File: config.mk
export PLATFORM = sky130hd
export DESIGN_NAME = aligned_range_chunk_planner
export DESIGN_NICKNAME = d
export VERILOG_FILES = /design/src/rtl/arcp_pkg.sv /design/src/rtl/arcp_div.sv /design/src/rtl/aligned_range_chunk_planner.sv
export SDC_FILE = /design/constraint.sdc
export NUM_CORES = 1
export LEC_CHECK = 0
export ABC_AREA = 1
export BUFFER_PORTS_ARGS = -buffer_cell sky130_fd_sc_hd__buf_2
export CORE_MARGIN = 10
export CORE_UTILIZATION = 50
export DETAILED_ROUTE_END_ITERATION = 16
export PLACE_DENSITY = 0.69
export SLEW_MARGIN = 30
export SYNTH_ARGS = -nofsm -noshare
export SYNTH_HDL_FRONTEND = slang
export SYNTH_SLANG_ARGS = --single-unit
export TNS_END_PERCENT = 1
File: constraint.sdc
create_clock -name clk -period 12.98 [get_ports clk]
set_input_delay 3.894 -clock clk [delete_from_list [all_inputs] [get_ports clk]]
set_output_delay 3.894 -clock clk [all_outputs]
set_load 0.01 [all_outputs]
File: src/rtl/arcp_pkg.sv
// Shared types, constants and codes of the aligned range chunk planner.
package arcp_pkg;

    localparam int BALANCE_FACTOR = 4;
    localparam int MAX_WORKERS    = 7;
    localparam int RESULT_CAP     = 64;
    localparam int DIV_W          = 33;
    localparam int BND_W          = 34;
    localparam int CNT_W          = $clog2(RESULT_CAP);
    localparam int STEP_W         = $clog2(DIV_W + 1);

    typedef enum logic [1:0] {
        REG_LEAST_CHUNK  = 2'd0,
        REG_CHUNK_ALIGN  = 2'd1,
        REG_MAX_THREADS  = 2'd2,
        REG_HELPER_COUNT = 2'd3
    } arcp_reg_t;

    typedef enum logic [2:0] {
        ST_IDLE,
        ST_WORKERS,
        ST_CSIZE,
        ST_ALIGN,
        ST_FIRST,
        ST_EMIT
    } arcp_state_t;

    typedef struct packed {
        logic             start;
        logic [DIV_W-1:0] dividend;
        logic [DIV_W-1:0] divisor;
    } div_req_t;

    typedef struct packed {
        logic             done;
        logic [DIV_W-1:0] quotient;
        logic [DIV_W-1:0] remainder;
    } div_rsp_t;

endpackage

File: src/rtl/arcp_div.sv
// Shared restoring divider that produces one quotient bit per cycle.
module arcp_div (
    input  logic               clk,
    input  logic               rst_n,
    input  arcp_pkg::div_req_t req,
    output arcp_pkg::div_rsp_t rsp
);

    logic [arcp_pkg::DIV_W-1:0]  quo_reg;
    logic [arcp_pkg::DIV_W-1:0]  quo_next;
    logic [arcp_pkg::DIV_W-1:0]  rem_reg;
    logic [arcp_pkg::DIV_W-1:0]  rem_next;
    logic [arcp_pkg::DIV_W-1:0]  dvs_reg;
    logic [arcp_pkg::DIV_W-1:0]  dvs_next;
    logic [arcp_pkg::STEP_W-1:0] step_reg;
    logic [arcp_pkg::STEP_W-1:0] step_next;
    logic                        done_reg;
    logic                        done_next;
    logic [arcp_pkg::DIV_W:0]    shifted;
    logic [arcp_pkg::DIV_W+1:0]  diff;

    always_comb
    begin
        shifted   = {rem_reg, quo_reg[arcp_pkg::DIV_W-1]};
        diff      = {1'b0, shifted} - {2'b00, dvs_reg};
        quo_next  = quo_reg;
        rem_next  = rem_reg;
        dvs_next  = dvs_reg;
        step_next = step_reg;
        done_next = 1'b0;
        if (req.start)
        begin
            quo_next  = req.dividend;
            rem_next  = '0;
            dvs_next  = req.divisor;
            step_next = arcp_pkg::STEP_W'(arcp_pkg::DIV_W);
        end
        else if (step_reg != '0)
        begin
            if (diff[arcp_pkg::DIV_W+1])
            begin
                rem_next = shifted[arcp_pkg::DIV_W-1:0];
            end
            else
            begin
                rem_next = diff[arcp_pkg::DIV_W-1:0];
            end
            quo_next  = {quo_reg[arcp_pkg::DIV_W-2:0], ~diff[arcp_pkg::DIV_W+1]};
            step_next = step_reg - 1'b1;
            done_next = (step_reg == arcp_pkg::STEP_W'(1));
        end
    end

    always_ff @(posedge clk or negedge rst_n)
    begin
        if (!rst_n)
        begin
            step_reg <= '0;
            done_reg <= 1'b0;
        end
        else
        begin
            step_reg <= step_next;
            done_reg <= done_next;
        end
    end

    always_ff @(posedge clk)
    begin
        quo_reg <= quo_next;
        rem_reg <= rem_next;
        dvs_reg <= dvs_next;
    end

    assign rsp.done      = done_reg;
    assign rsp.quotient  = quo_reg;
    assign rsp.remainder = rem_reg;

endmodule

File: src/rtl/aligned_range_chunk_planner.sv
// Top level of the aligned range chunk planner: job intake, planning sequencer, chunk output.
// A split job takes four divisions on the shared divider, then emits its chunks one by one;
// a single-chunk job takes one division and an empty job none.
// Emission stalls while the output is held off.
// The last chunk waits in the output register while the next job is taken.
// Reset is asynchronous and active low; it empties the output and loads the register defaults.
module aligned_range_chunk_planner (
    input  logic        clk,
    input  logic        rst_n,
    input  logic        s_axis_tvalid,
    output logic        s_axis_tready,
    input  logic [63:0] s_axis_tdata,  // range_start [31:0], range_size [63:32]
    output logic        m_axis_tvalid,
    input  logic        m_axis_tready,
    output logic [71:0] m_axis_tdata,  // chunk_start [31:0], chunk_end [64:32], zero [71:65]
    output logic        m_axis_tlast,  // last_chunk
    input  logic        cfg_valid,
    output logic        cfg_ready,
    input  logic [1:0]  cfg_index,
    input  logic [31:0] cfg_data
);

    arcp_pkg::arcp_state_t state_reg;
    arcp_pkg::arcp_state_t state_next;
    arcp_pkg::div_req_t    div_req;
    arcp_pkg::div_rsp_t    div_rsp;

    logic [31:0] least_chunk_reg;
    logic [31:0] chunk_align_reg;
    logic [2:0]  max_threads_reg;
    logic [2:0]  helper_count_reg;

    logic [arcp_pkg::DIV_W-1:0] start_reg;
    logic [arcp_pkg::DIV_W-1:0] start_next;
    logic [31:0]                size_reg;
    logic [31:0]                size_next;
    logic [arcp_pkg::DIV_W-1:0] total_reg;
    logic [arcp_pkg::DIV_W-1:0] total_next;
    logic [arcp_pkg::DIV_W-1:0] csize_reg;
    logic [arcp_pkg::DIV_W-1:0] csize_next;
    logic [arcp_pkg::BND_W-1:0] bound_reg;
    logic [arcp_pkg::BND_W-1:0] bound_next;
    logic [arcp_pkg::CNT_W-1:0] count_reg;
    logic [arcp_pkg::CNT_W-1:0] count_next;

    logic        out_valid_reg;
    logic        out_valid_next;
    logic [31:0] out_start_reg;
    logic [31:0] out_start_next;
    logic [32:0] out_end_reg;
    logic [32:0] out_end_next;
    logic        out_last_reg;
    logic        out_last_next;

    logic [31:0] align;
    logic [2:0]  limit;
    logic [3:0]  helpers_plus;

    arcp_div u_div (
        .clk   (clk),
        .rst_n (rst_n),
        .req   (div_req),
        .rsp   (div_rsp)
    );

    always_comb
    begin
        align = (chunk_align_reg == '0) ? 32'd1 : chunk_align_reg;
        if (max_threads_reg == '0)
        begin
            limit = 3'd1;
        end
        else if (max_threads_reg > 3'(arcp_pkg::MAX_WORKERS))
        begin
            limit = 3'(arcp_pkg::MAX_WORKERS);
        end
        else
        begin
            limit = max_threads_reg;
        end
        helpers_plus = {1'b0, helper_count_reg} + 4'd1;
    end

    always_comb
    begin
        logic [2:0]                 workers;
        logic [2:0]                 sharing;
        logic [arcp_pkg::DIV_W-1:0] quot;
        logic [arcp_pkg::DIV_W-1:0] rounded;
        logic [arcp_pkg::DIV_W-1:0] first;
        logic [arcp_pkg::DIV_W-1:0] chunk_end;
        logic                       last;
        logic                       slot_free;

        workers   = '0;
        sharing   = '0;
        quot      = '0;
        rounded   = '0;
        first     = '0;
        chunk_end = '0;
        last      = 1'b0;
        slot_free = !out_valid_reg || m_axis_tready;

        state_next     = state_reg;
        start_next     = start_reg;
        size_next      = size_reg;
        total_next     = total_reg;
        csize_next     = csize_reg;
        bound_next     = bound_reg;
        count_next     = count_reg;
        out_valid_next = out_valid_reg && !m_axis_tready;
        out_start_next = out_start_reg;
        out_end_next   = out_end_reg;
        out_last_next  = out_last_reg;
        div_req.start    = 1'b0;
        div_req.dividend = '0;
        div_req.divisor  = '0;
        s_axis_tready    = 1'b0;

        unique case (state_reg)
            arcp_pkg::ST_IDLE:
            begin
                s_axis_tready = 1'b1;
                if (s_axis_tvalid)
                begin
                    start_next = {1'b0, s_axis_tdata[31:0]};
                    size_next  = s_axis_tdata[63:32];
                    total_next = {1'b0, s_axis_tdata[31:0]} + {1'b0, s_axis_tdata[63:32]};
                    if (s_axis_tdata[63:32] != '0)
                    begin
                        div_req.start    = 1'b1;
                        div_req.dividend = {1'b0, s_axis_tdata[63:32]};
                        div_req.divisor  = {1'b0,
                            (least_chunk_reg > align) ? least_chunk_reg : align};
                        state_next = arcp_pkg::ST_WORKERS;
                    end
                end
            end
            arcp_pkg::ST_WORKERS:
            begin
                if (div_rsp.done)
                begin
                    quot = div_rsp.quotient;
                    if (quot == '0)
                    begin
                        workers = 3'd1;
                    end
                    else if (quot < {30'b0, limit})
                    begin
                        workers = quot[2:0];
                    end
                    else
                    begin
                        workers = limit;
                    end
                    count_next = '0;
                    if (workers == 3'd1)
                    begin
                        bound_next = {1'b0, total_reg};
                        state_next = arcp_pkg::ST_EMIT;
                    end
                    else
                    begin
                        sharing = ({1'b0, workers} < helpers_plus) ? workers
                                                                   : helpers_plus[2:0];
                        div_req.start    = 1'b1;
                        div_req.dividend = {1'b0, size_reg};
                        div_req.divisor  = arcp_pkg::DIV_W'(sharing)
                                         * arcp_pkg::DIV_W'(arcp_pkg::BALANCE_FACTOR);
                        state_next = arcp_pkg::ST_CSIZE;
                    end
                end
            end
            arcp_pkg::ST_CSIZE:
            begin
                if (div_rsp.done)
                begin
                    quot = div_rsp.quotient;
                    if (quot < {1'b0, least_chunk_reg})
                    begin
                        quot = {1'b0, least_chunk_reg};
                    end
                    if (quot == '0)
                    begin
                        quot = arcp_pkg::DIV_W'(1);
                    end
                    csize_next       = quot;
                    div_req.start    = 1'b1;
                    div_req.dividend = quot;
                    div_req.divisor  = {1'b0, align};
                    state_next       = arcp_pkg::ST_ALIGN;
                end
            end
            arcp_pkg::ST_ALIGN:
            begin
                if (div_rsp.done)
                begin
                    if (div_rsp.remainder == '0)
                    begin
                        rounded = csize_reg;
                    end
                    else
                    begin
                        rounded = csize_reg + ({1'b0, align} - div_rsp.remainder);
                    end
                    csize_next       = rounded;
                    div_req.start    = 1'b1;
                    div_req.dividend = start_reg + arcp_pkg::DIV_W'(1);
                    div_req.divisor  = rounded;
                    state_next       = arcp_pkg::ST_FIRST;
                end
            end
            arcp_pkg::ST_FIRST:
            begin
                if (div_rsp.done)
                begin
                    first = start_reg + arcp_pkg::DIV_W'(1);
                    if (div_rsp.remainder == '0)
                    begin
                        bound_next = {1'b0, first};
                    end
                    else
                    begin
                        bound_next = {1'b0, first} + {1'b0, csize_reg - div_rsp.remainder};
                    end
                    state_next = arcp_pkg::ST_EMIT;
                end
            end
            arcp_pkg::ST_EMIT:
            begin
                if (slot_free)
                begin
                    chunk_end = (bound_reg < {1'b0, total_reg})
                              ? bound_reg[arcp_pkg::DIV_W-1:0] : total_reg;
                    last = (chunk_end == total_reg)
                        || (count_reg == arcp_pkg::CNT_W'(arcp_pkg::RESULT_CAP - 1));
                    out_valid_next = 1'b1;
                    out_start_next = start_reg[31:0];
                    out_end_next   = chunk_end;
                    out_last_next  = last;
                    start_next     = chunk_end;
                    bound_next     = {1'b0, chunk_end} + {1'b0, csize_reg};
                    count_next     = count_reg + 1'b1;
                    if (last)
                    begin
                        state_next = arcp_pkg::ST_IDLE;
                    end
                end
            end
            default:
            begin
                state_next = arcp_pkg::ST_IDLE;
            end
        endcase
    end

    always_ff @(posedge clk or negedge rst_n)
    begin
        if (!rst_n)
        begin
            state_reg        <= arcp_pkg::ST_IDLE;
            out_valid_reg    <= 1'b0;
            count_reg        <= '0;
            least_chunk_reg  <= 32'd1;
            chunk_align_reg  <= 32'd1;
            max_threads_reg  <= 3'd1;
            helper_count_reg <= 3'd3;
        end
        else
        begin
            state_reg     <= state_next;
            out_valid_reg <= out_valid_next;
            count_reg     <= count_next;
            if (cfg_valid)
            begin
                unique case (arcp_pkg::arcp_reg_t'(cfg_index))
                    arcp_pkg::REG_LEAST_CHUNK:  least_chunk_reg  <= cfg_data;
                    arcp_pkg::REG_CHUNK_ALIGN:  chunk_align_reg  <= cfg_data;
                    arcp_pkg::REG_MAX_THREADS:  max_threads_reg  <= cfg_data[2:0];
                    arcp_pkg::REG_HELPER_COUNT: helper_count_reg <= cfg_data[2:0];
                    default:                    ;
                endcase
            end
        end
    end

    always_ff @(posedge clk)
    begin
        start_reg     <= start_next;
        size_reg      <= size_next;
        total_reg     <= total_next;
        csize_reg     <= csize_next;
        bound_reg     <= bound_next;
        out_start_reg <= out_start_next;
        out_end_reg   <= out_end_next;
        out_last_reg  <= out_last_next;
    end

    assign cfg_ready     = 1'b1;
    assign m_axis_tvalid = out_valid_reg;
    assign m_axis_tdata  = {7'b0, out_end_reg, out_start_reg};
    assign m_axis_tlast  = out_last_reg;

endmodule

### After elaboration in Yosys (flattened, before gate mapping)

Cells that the tools add are included.

| storage, ports and cells | value |
|---|---|
| flip-flop bits (word level) | 417 |
| input port bits | 103 |
| output and inout bits | 76 |
| logic and storage cells | 146 |

| operators by class | value |
|---|---|
| add/sub/neg operators | 11 |
| magnitude comparators | 6 |
| equal/unequal tests | 21 |
| mux-type cells | 57 |
| bitwise gates (word level) | 1 |
| reduce and logical (&&, ||, !) cells | 30 |

Operators by type and width:

| kind | count |
|---|---|
| two-way mux 33 bit | 13 |
| two-way mux 67 bit | 6 |
| one-hot mux 67 bit (4 select lines) | 1 |
| two-way mux 34 bit | 5 |
| one-hot mux 33 bit (2 select lines) | 2 |
| one-hot mux 34 bit (3 select lines) | 1 |
| logical NOT 33 bit | 3 |
| adder 33 x 33 -> 34 bit | 2 |
| two-way mux 32 bit | 2 |
| two-way mux 3 bit | 16 |
| subtractor 34 x 33 -> 35 bit | 1 |
| < comparator 34 x 33 -> 1 bit | 1 |
| adder 32 x 32 -> 33 bit | 1 |
| adder 33 x 1 -> 33 bit, second input constant | 1 |
| adder 33 bit | 1 |
| equality test 33 bit | 1 |
| < comparator 33 x 3 -> 1 bit | 1 |
| < comparator 33 x 32 -> 1 bit | 1 |
| subtractor 32 x 33 -> 33 bit | 1 |
| subtractor 33 bit | 1 |
| greater-than comparator 32 bit | 1 |
| logical NOT 32 bit | 1 |
| nonzero test 32 bit | 1 |
| two-way mux 6 bit | 4 |
| 30 further kinds | 58 |

### Depth between registers and ports, before layout

Gate-level depths: netlist of the first run.

| depth | value |
|---|---|
| depth in word-level cells | 14 |
| mapped depth | 37 |

### Modules after synthesis

Synthesis of the first run repeated with hierarchy kept, for this count alone.

| second synthesis, totals | value |
|---|---|
| cell total of the unflattened synthesis | 4825 |
| area, all modules | 35225.0 um^2 |

Modules (own cells, without submodules):

| module | instances | cells each | area an instance (um^2) |
|---|---|---|---|
| aligned_range_chunk_planner | 1 | 3800 | 28089.4 |
| arcp_div | 1 | 1025 | 7135.6 |

### Worst setup path before layout of the first run

No wires, ideal clock.

| path | value |
|---|---|
| path type | input port to flip-flop |
| start | input s_axis_tvalid |
| end | register u_div.dvs_reg[0] (netlist name), enable pin |
| library setup time | 0.378 ns |
| data arrival time | 8.548 ns |
| data required time | 12.602 ns |
| path slack | 4.054 ns |
| cell stages on the path | 8 |
| buffers on the path | 2 |
| path through | inv_1 -> nor2_1 -> nand2_1 -> inv_1 -> nor2_1 -> nand2_2 -> buf_2 -> buf_2 |

| between the ends | value |
|---|---|
| cells in the longest elaborated chain, start to end | 2 |

Ends and longest elaborated chain:

| element | RTL line | text |
|---|---|---|
| from (decl) | aligned_range_chunk_planner.sv:10 | `input logic s_axis_tvalid,` |
| two-way mux 67 bit | aligned_range_chunk_planner.sv:124 | `if (s_axis_tvalid)` |
| one-hot mux 67 bit (4 select lines) | aligned_range_chunk_planner.sv:120 | `unique case (state_reg)` |
| to (signal assigned) | arcp_div.sv:72 | `dvs_reg <= dvs_next;` |
| to (decl) | arcp_div.sv:13 | `logic [arcp_pkg::DIV_W-1:0] dvs_reg;` |

Every way passes these cells.
A chain may end at the register's enable or synchronous reset.

### Final worst setup path of the first run

| path | value |
|---|---|
| start | input s_axis_tdata[60] |
| end | register u_div.quo_reg[23] (netlist name), enable pin |

| between the ends | value |
|---|---|
| cells in the longest elaborated chain, start to end | 5 |

Ends and longest elaborated chain:

| element | RTL line | text |
|---|---|---|
| from (decl) | aligned_range_chunk_planner.sv:12 | `input logic [63:0] s_axis_tdata,` |
| nonzero test 32 bit | aligned_range_chunk_planner.sv:129 | `if (s_axis_tdata[63:32] != '0)` |
| two-way mux 67 bit | aligned_range_chunk_planner.sv:129 |  |
| two-way mux 67 bit | aligned_range_chunk_planner.sv:124 |  |
| one-hot mux 67 bit (4 select lines) | aligned_range_chunk_planner.sv:120 |  |
| nonzero test 2 bit (no line) | n/a |  |
| to (signal assigned) | arcp_div.sv:70 | `quo_reg <= quo_next;` |
| to (decl) | arcp_div.sv:9 | `logic [arcp_pkg::DIV_W-1:0] quo_reg;` |

Every way passes these cells.

==> metrics.md, run 1 <==
| Metric | Value |
|---|---|
| Drt drc | `0` |
| Critical Path Fanout Max | `56` |
| Compound-Gate Fraction of Synth Area | `17.25%` |
| Reg-to-Reg Start | `total_reg[23]` |
| F_max | `132.4 MHz` |
| Worst setup margin | `5.427 ns` |
| Syn Area/Cell | `7.471 um2` |
| Crit. End Element | `flop` |
| Worst reg2reg path depth | `29` |
| Synthesis-to-finish area growth | `10.41%` |
| Most frequent CP cell | `buf_4` |
| Post-cts hold buffer count | `0` |
| Fraction of synthesized area in multiplexers | `0.02921%` |
| CTS clk-pin slew, worst paths | `0.06 ns` |
| Initial antenna violation count | `6` |
| GP Congestion | `1.042` |
| Placed inst area | `35960 um2` |
| Worst Path Arrival | `7.81 ns` |
| Final net count | `5163` |
| Worst slew margin | `25.04%` |
| Final Hold Viols | `0` |
| Max-cap viol count | `0` |
| Post-route setup TNS | `0 ns` |
| Pre-Repair DR Iteration Count | `8` |
| CP max stage cell | `nand2_1` |
| Gr usage total | `32.76%` |
| Worst vdd ir | `124.9 uV` |
| Crit-path leading delay family | `simple AND/OR/NAND/NOR gates` |
| Most frequent cells in the layout | `nand2_1 (1071), inv_1 (664), o21ai_0 (383)` |
| CTS tree | `yes` |
| CTS root buf | `clkbuf_16` |
| H-tree depth | `2` |
| Gr ovfl total | `0` |
| Max clock buf depth | `3` |
| Die X | `281.8 um` |
| PortBufs | `170` |
| Slew Limit Fails | `0` |
| Gate Count Post-Synth | `4586` |
| Initial Util | `50.75%` |
| Clock sink count | `417` |
| Drt total wl | `133700 um` |
| Post-DP HPWL | `107300 um` |
| Setup crit start | `s_axis_tdata[60]` |
| Cell variety after synth | `62` |
| Post-Synth Adder-Cell Area | `13.12%` |
| Post-synth EDFFs | `297` |
| Vias in the first global route | `30693` |
| Pwr/cell area | `151.4 nW/um2` |
| Leak | `17.60 nW` |
| CP Launch Type | `input port` |
| Status | `completed` |
| Hold WS | `0.4715 ns` |
| Num CTS Buffers | `51` |
| Cts repair resizes | `0` |
| Post CTS Setup Buffer Count | `0` |
| Core ar. | `67510 um2` |
| Fraction of registers with async set/reset | `20.86%` |
| DR vias/cell | `5.997` |
| RSZ-0062 raised after global routing | `false` |
| WP buf/inv | `6` |
| Yosys synthesis warning count | `0` |
| Largest family of logic cells by synthesized area | `simple AND/OR/NAND/NOR gates` |
| Crit share post-route | `58.19%` |
| Synth Flop Type | `edfxtp_1` |
| Layout cells sized above 1 | `7.618%` |
| Max incr delay on CP | `0.47 ns` |
| Final setup fails | `0` |
| Final setup skew | `0.03102 ns` |
| Antenna fix cells | `0` |
| CP required | `13.23 ns` |
| Worst Path Class, Setup | `in -> reg` |
| WP depth | `14` |
| End of the critical path | `u_div.quo_reg[23]` |
| Via Count | `33812` |
| Worst-skew pair later-pin latency | `0.62 ns` |
| Worst hold path type | `reg -> reg` |
| DIE HEIGHT | `281.8 um` |
| Final Cell Area | `37830 um2` |
| Commonest non-fill, non-tap cell in the layout | `nand2_1` |
| R2r endpoint | `bound_reg[27]` |
| Register area share after synthesis | `34.33%` |
| Max reg flops | `34` |
| Dpl ws | `4.944 ns` |
| Period minus WS final | `7.553 ns` |
| Slew @ Worst Pin | `1.114 ns` |
| Die Area | `79400 um2` |
| Pin count of the biggest net entering global routing | `82` |
| Boundary Pins | `179` |
| Simple logic cell fraction of the synthesized area | `22.79%` |
| #FFs+latches synth | `417` |
| Synth Area in XOR/XNOR | `3.476%` |
| ANT nets after route | `0` |
| R2r setup slk | `6.23 ns` |
| Critical path cell sequence | `buf_2 > nor4_1 > nand4_1 > nor3_1 > nand4_1 > nand2_1 > buf_4 > inv_1 > buf_4 > nor2_1 > nand2_4 > nor2_4 > inv_2 > buf_4` |
| Row cnt | `95` |
| Initial drt markers | `4738` |
| First-pass GRT wire length | `196300 um` |
| Cell Area, Synth | `34260 um2` |
| Wire per inst | `23.71 um` |
[report_power, final]
group          switching, W  internal, W  total [W]
logic               0.00164     0.000842    0.00248
clock network      0.000630     0.000935    0.00156
registers          0.000136      0.00155    0.00168
[synthesized netlist by cell type, types with 18 or more instances]
library cell     n  area, um2
nand2_1       1072       4024
inv_1          665       2496
o21ai_0        385       1927
nor2_1         342       1284
a21oi_1        309       1546
ha_1           300       3754
edfxtp_1       297       8919
nand3_1        199      996.0
xor2_1          87      762.0
nand4_1         84      525.5
dfrtp_1         82       2052
clkbuf_1        75      281.5
o21ai_1         71      355.3
o211ai_1        49      367.9
xnor2_1         49      429.2
nor3_1          47      235.2
o22ai_1         44      275.3
or2_2           41      256.5
a31oi_1         38      237.7
fa_1            37      740.7
nor4_1          36      225.2
a21o_1          35      262.8
dfxtp_1         33      660.6
buf_2           22      110.1
o21bai_1        22      165.2
o2111ai_1       18      157.7
[stage by stage]
| step | power [W] | utilization [%] | cells |
|---|---|---|---|
| after floorplan | 0.003379 | - | 4592 |
| after global placement | 0.004057 | 53.24 | 5542 |
| after detailed placement | 0.004076 | 53.26 | 5542 |
| after CTS | 0.005638 | 55.98 | 5637 |
| after global routing | 0.006040 | 56.04 | 5638 |
| final | 0.005727 | 56.04 | 5638 |
[worst min path at each step]
stage                        from                end  slack (ns)  depth (start not counted)
finish              start_reg[22]  out_start_reg[22]        0.47                          0
global route        start_reg[22]  out_start_reg[22]        0.48                          0
CTS                 start_reg[22]  out_start_reg[22]        0.47                          0
detailed placement  start_reg[22]  out_start_reg[22]        0.46                          0
global placement    start_reg[22]  out_start_reg[22]        0.45                          0
floorplan           start_reg[21]  out_start_reg[21]        0.43                          0
[metal layers]
layer	share of wire, %	wire length [um]	vias up	track usage (%)
li1	-	-	15846	-
met2	42	56330	1886	48.06
met5	0.039	52	-	0
met3	11	14150	277	6.026
met4	4.3	5696	8	12.75
met1	43	57430	15795	47.06
[kinds of logic (layout without fill, tap and decap cells)]
group,after synthesis,after routing
AND/OR/NAND/NOR,1852,1852
AO/OA/AOI/OAI,1047,1047
buffers and inverters,794,967
flip-flops,417,417
adder cells (fa/ha/maj),337,337
XOR/XNOR,136,136
other,2,8
multiplexers,1,1
[cell type report]
| type | count | area, um2 |
|---|---|---|
| inverters | 676 | 2537 |
| clock inverters | 20 | 211.5 |
| flip-flops and latches | 417 | 11760 |
| multi-input cells | 3381 | 19530 |
| repair buffers | 196 | 1069 |
| fillers | 6471 | 29680 |
| clock buffers | 75 | 1629 |
| well taps | 873 | 1092 |
Power figures use the tool's default switching activity.
==> run 2, diff against run 1 <==
==> constraint.sdc (replaced) <==
create_clock -name clk -period 7.2 [get_ports clk]
set_input_delay 2.16 -clock clk [delete_from_list [all_inputs] [get_ports clk]]
set_output_delay 2.16 -clock clk [all_outputs]
set_load 0.01 [all_outputs]
==> metrics.md, run 2 (same netlist as run 1, synthesis figures left out) <==
| Metric | Value |
|---|---|
| Status | `completed` |
| Leak | `17.58 nW (-0.11%)` |
| R2r setup slk | `1.67 ns (-4.56 ns)` |
| F_max | `180.7 MHz` |
| Non-filler instance count after layout | `5650 (+0.21%)` |
| Via Count | `33803 (-0.027%)` |
| Final net count | `5170 (+0.14%)` |
| PortBufs | `170 (unchanged)` |
| Core ar. | `67510 um2 (unchanged)` |
| HP Start | `max_threads_reg[0]` |
| Area occupied by multi-input gates | `19530 um2 (about the same)` |
| Worst setup margin | `1.667 ns (-3.760 ns)` |
| Most frequent CP cell | `nand2_1` |
| CP max stage cell | `inv_2` |
| Max reg flops | `34 (unchanged)` |
| Die X | `281.8 um (unchanged)` |
| Worst-skew pair later-pin latency | `0.64 ns (+0.02 ns)` |
| DIE HEIGHT | `281.8 um (unchanged)` |
| Clock sink count | `417 (unchanged)` |
| Synthesis-to-finish area growth | `10.29%` |
| Pwr/cell area | `269.9 nW/um2 (+78%)` |
| Drt drc | `0 (unchanged)` |
| Initial antenna violation count | `3 (-3)` |
| Final Cell Area | `37790 um2 (-0.11%)` |
| Worst hold path type | `reg -> reg` |
| CP required | `7.57 ns (-5.66 ns)` |
| Pin count of the biggest net entering global routing | `76 (-7.3%)` |
| Dpl ws | `1.854 ns (-3.090 ns)` |
| Most frequent cells in the layout | `nand2_1 (1071), inv_1 (665), o21ai_0 (383)` |
| Max-cap viol count | `0 (unchanged)` |
| Final setup skew | `0.03099 ns (-0.00003000 ns)` |
| Period minus WS final | `5.533 ns` |
| Worst vdd ir | `210.3 uV (+68%)` |
| # fillers | `6582 (+1.7%)` |
| Post-DP HPWL | `107300 um (about the same)` |
| Initial Util | `50.75% (unchanged)` |
| First-pass GRT wire length | `197100 um (+0.41%)` |
| Pre-Repair DR Iteration Count | `6 (-2)` |
| Drt total wl | `133800 um (about the same)` |
| Boundary Pins | `179 (unchanged)` |
| Post CTS Setup Buffer Count | `0 (unchanged)` |
| DR vias/cell | `5.983 (-0.24%)` |
| Register Area | `11760 um2 (unchanged)` |
| Gr usage total | `32.95% (+0.19 points)` |
| Vias in the first global route | `31154 (+1.5%)` |
| Post-cts hold buffer count | `0 (unchanged)` |
| Num CTS Buffers | `52 (+2.0%)` |
| GP Congestion | `1.023 (-1.9%)` |
| Crit share post-route | `76.85%` |
| H-tree depth | `2 (unchanged)` |
| Hold WS | `0.4882 ns (+0.01666 ns)` |
| Layout cells sized above 1 | `7.708% (+0.090 points)` |
| Row cnt | `95 (unchanged)` |
| CTS clk-pin slew, worst paths | `0.06 ns (about the same)` |
| Die Area | `79400 um2 (unchanged)` |
| CTS root buf | `clkbuf_16` |
| RSZ-0062 raised after global routing | `false` |
| Max incr delay on CP | `0.57 ns (+0.10 ns)` |
| Inst Count DP | `5549 (+0.13%)` |
| Final Hold Viols | `0 (unchanged)` |
| Final setup fails | `0 (unchanged)` |
| Initial drt markers | `4271 (-9.9%)` |
| Commonest non-fill, non-tap cell in the layout | `nand2_1` |
| Worst slew margin | `25.24% (+0.20 points)` |
| Placed inst area | `36010 um2 (+0.15%)` |
| CTS tree | `yes` |
| ANT nets after route | `0 (unchanged)` |
| Critical Path Fanout Max | `30 (-46%)` |
| Setup crit start | `total_reg[3]` |
| Post-route setup TNS | `0 ns (unchanged)` |
| Crit. End Element | `flop` |
| Worst Path Arrival | `5.90 ns (-1.91 ns)` |
| Worst Path Class, Setup | `reg -> reg` |
| Reg-to-Reg Start | `total_reg[3]` |
| Cts repair resizes | `0 (unchanged)` |
| CP Launch Type | `flop` |
| Gr ovfl total | `0 (unchanged)` |
| Slew Limit Fails | `0 (unchanged)` |
| Slew @ Worst Pin | `1.111 ns (-0.002931 ns)` |
| Max clock buf depth | `3 (unchanged)` |
| Wire per inst | `23.67 um (-0.14%)` |
run 2: critical path, delay by kind of cell, from the launching register on:
kind | cells | cell delay [ns]
adders and majority gates | 2 | 0.62
DFF | 1 | 0.42
AOI/OAI and AO/OA | 7 | 1.42
and+or+nand+nor | 19 | 1.73
buffers and inverters | 4 | 1.05
run 2: metal layers:
metal / routed length [um] / global-route usage (%) / vias up / share of wire, %
met1: 57880 / 47.15 / 15795 / 43
met3: 14010 / 6.398 / 256 / 10
li1: - / - / 15833 / -
met5: 7 / 0 / - / 0.0052
met4: 4862 / 11.00 / 2 / 3.6
met2: 57000 / 49.17 / 1917 / 43
run 2: area by class of cell:
| type | instances | area share (%) |
|---|---|---|
| multi-input cells | 3381 | 51.68 |
| flip-flops and latches | 417 | 31.13 |
| inverters | 676 | 6.715 |
| clock buffers | 77 | 4.129 |
| repair buffers | 202 | 2.904 |
| well taps | 873 | 2.890 |
| clock inverters | 21 | 0.5364 |
| diodes | 3 | 0.01987 |
run 2: path summary, 6_finish.rpt:
| kind | end | cells past startpoint |
|---|---|---|
| worst min-delay path | max_threads_reg[0] | 2 |
| worst max register to register | bound_reg[27] | 32 |
| max in group asynchronous | u_div.step_reg[0] | 2 |
| worst max-delay path | bound_reg[27] | 32 |
| worst min register to register | max_threads_reg[0] | 2 |
| min in group asynchronous | chunk_align_reg[4] | 1 |
run 2: stage by stage:
stage / utilization (%) / total power (W)
2_1_floorplan: - / 0.006092
3_3_place_gp: 53.31 / 0.007289
3_5_place_dp: 53.34 / 0.007326
4_1_cts: 55.95 / 0.01005
5_1_grt: 55.96 / 0.01081
6_report: 55.97 / 0.01020
run 2: power by group:
group	total [W]	internal (W)	switching (W)
Clock	0.00273	0.00158	0.00114
Sequential	0.00302	0.00279	0.000232
Combinational	0.00445	0.00152	0.00294
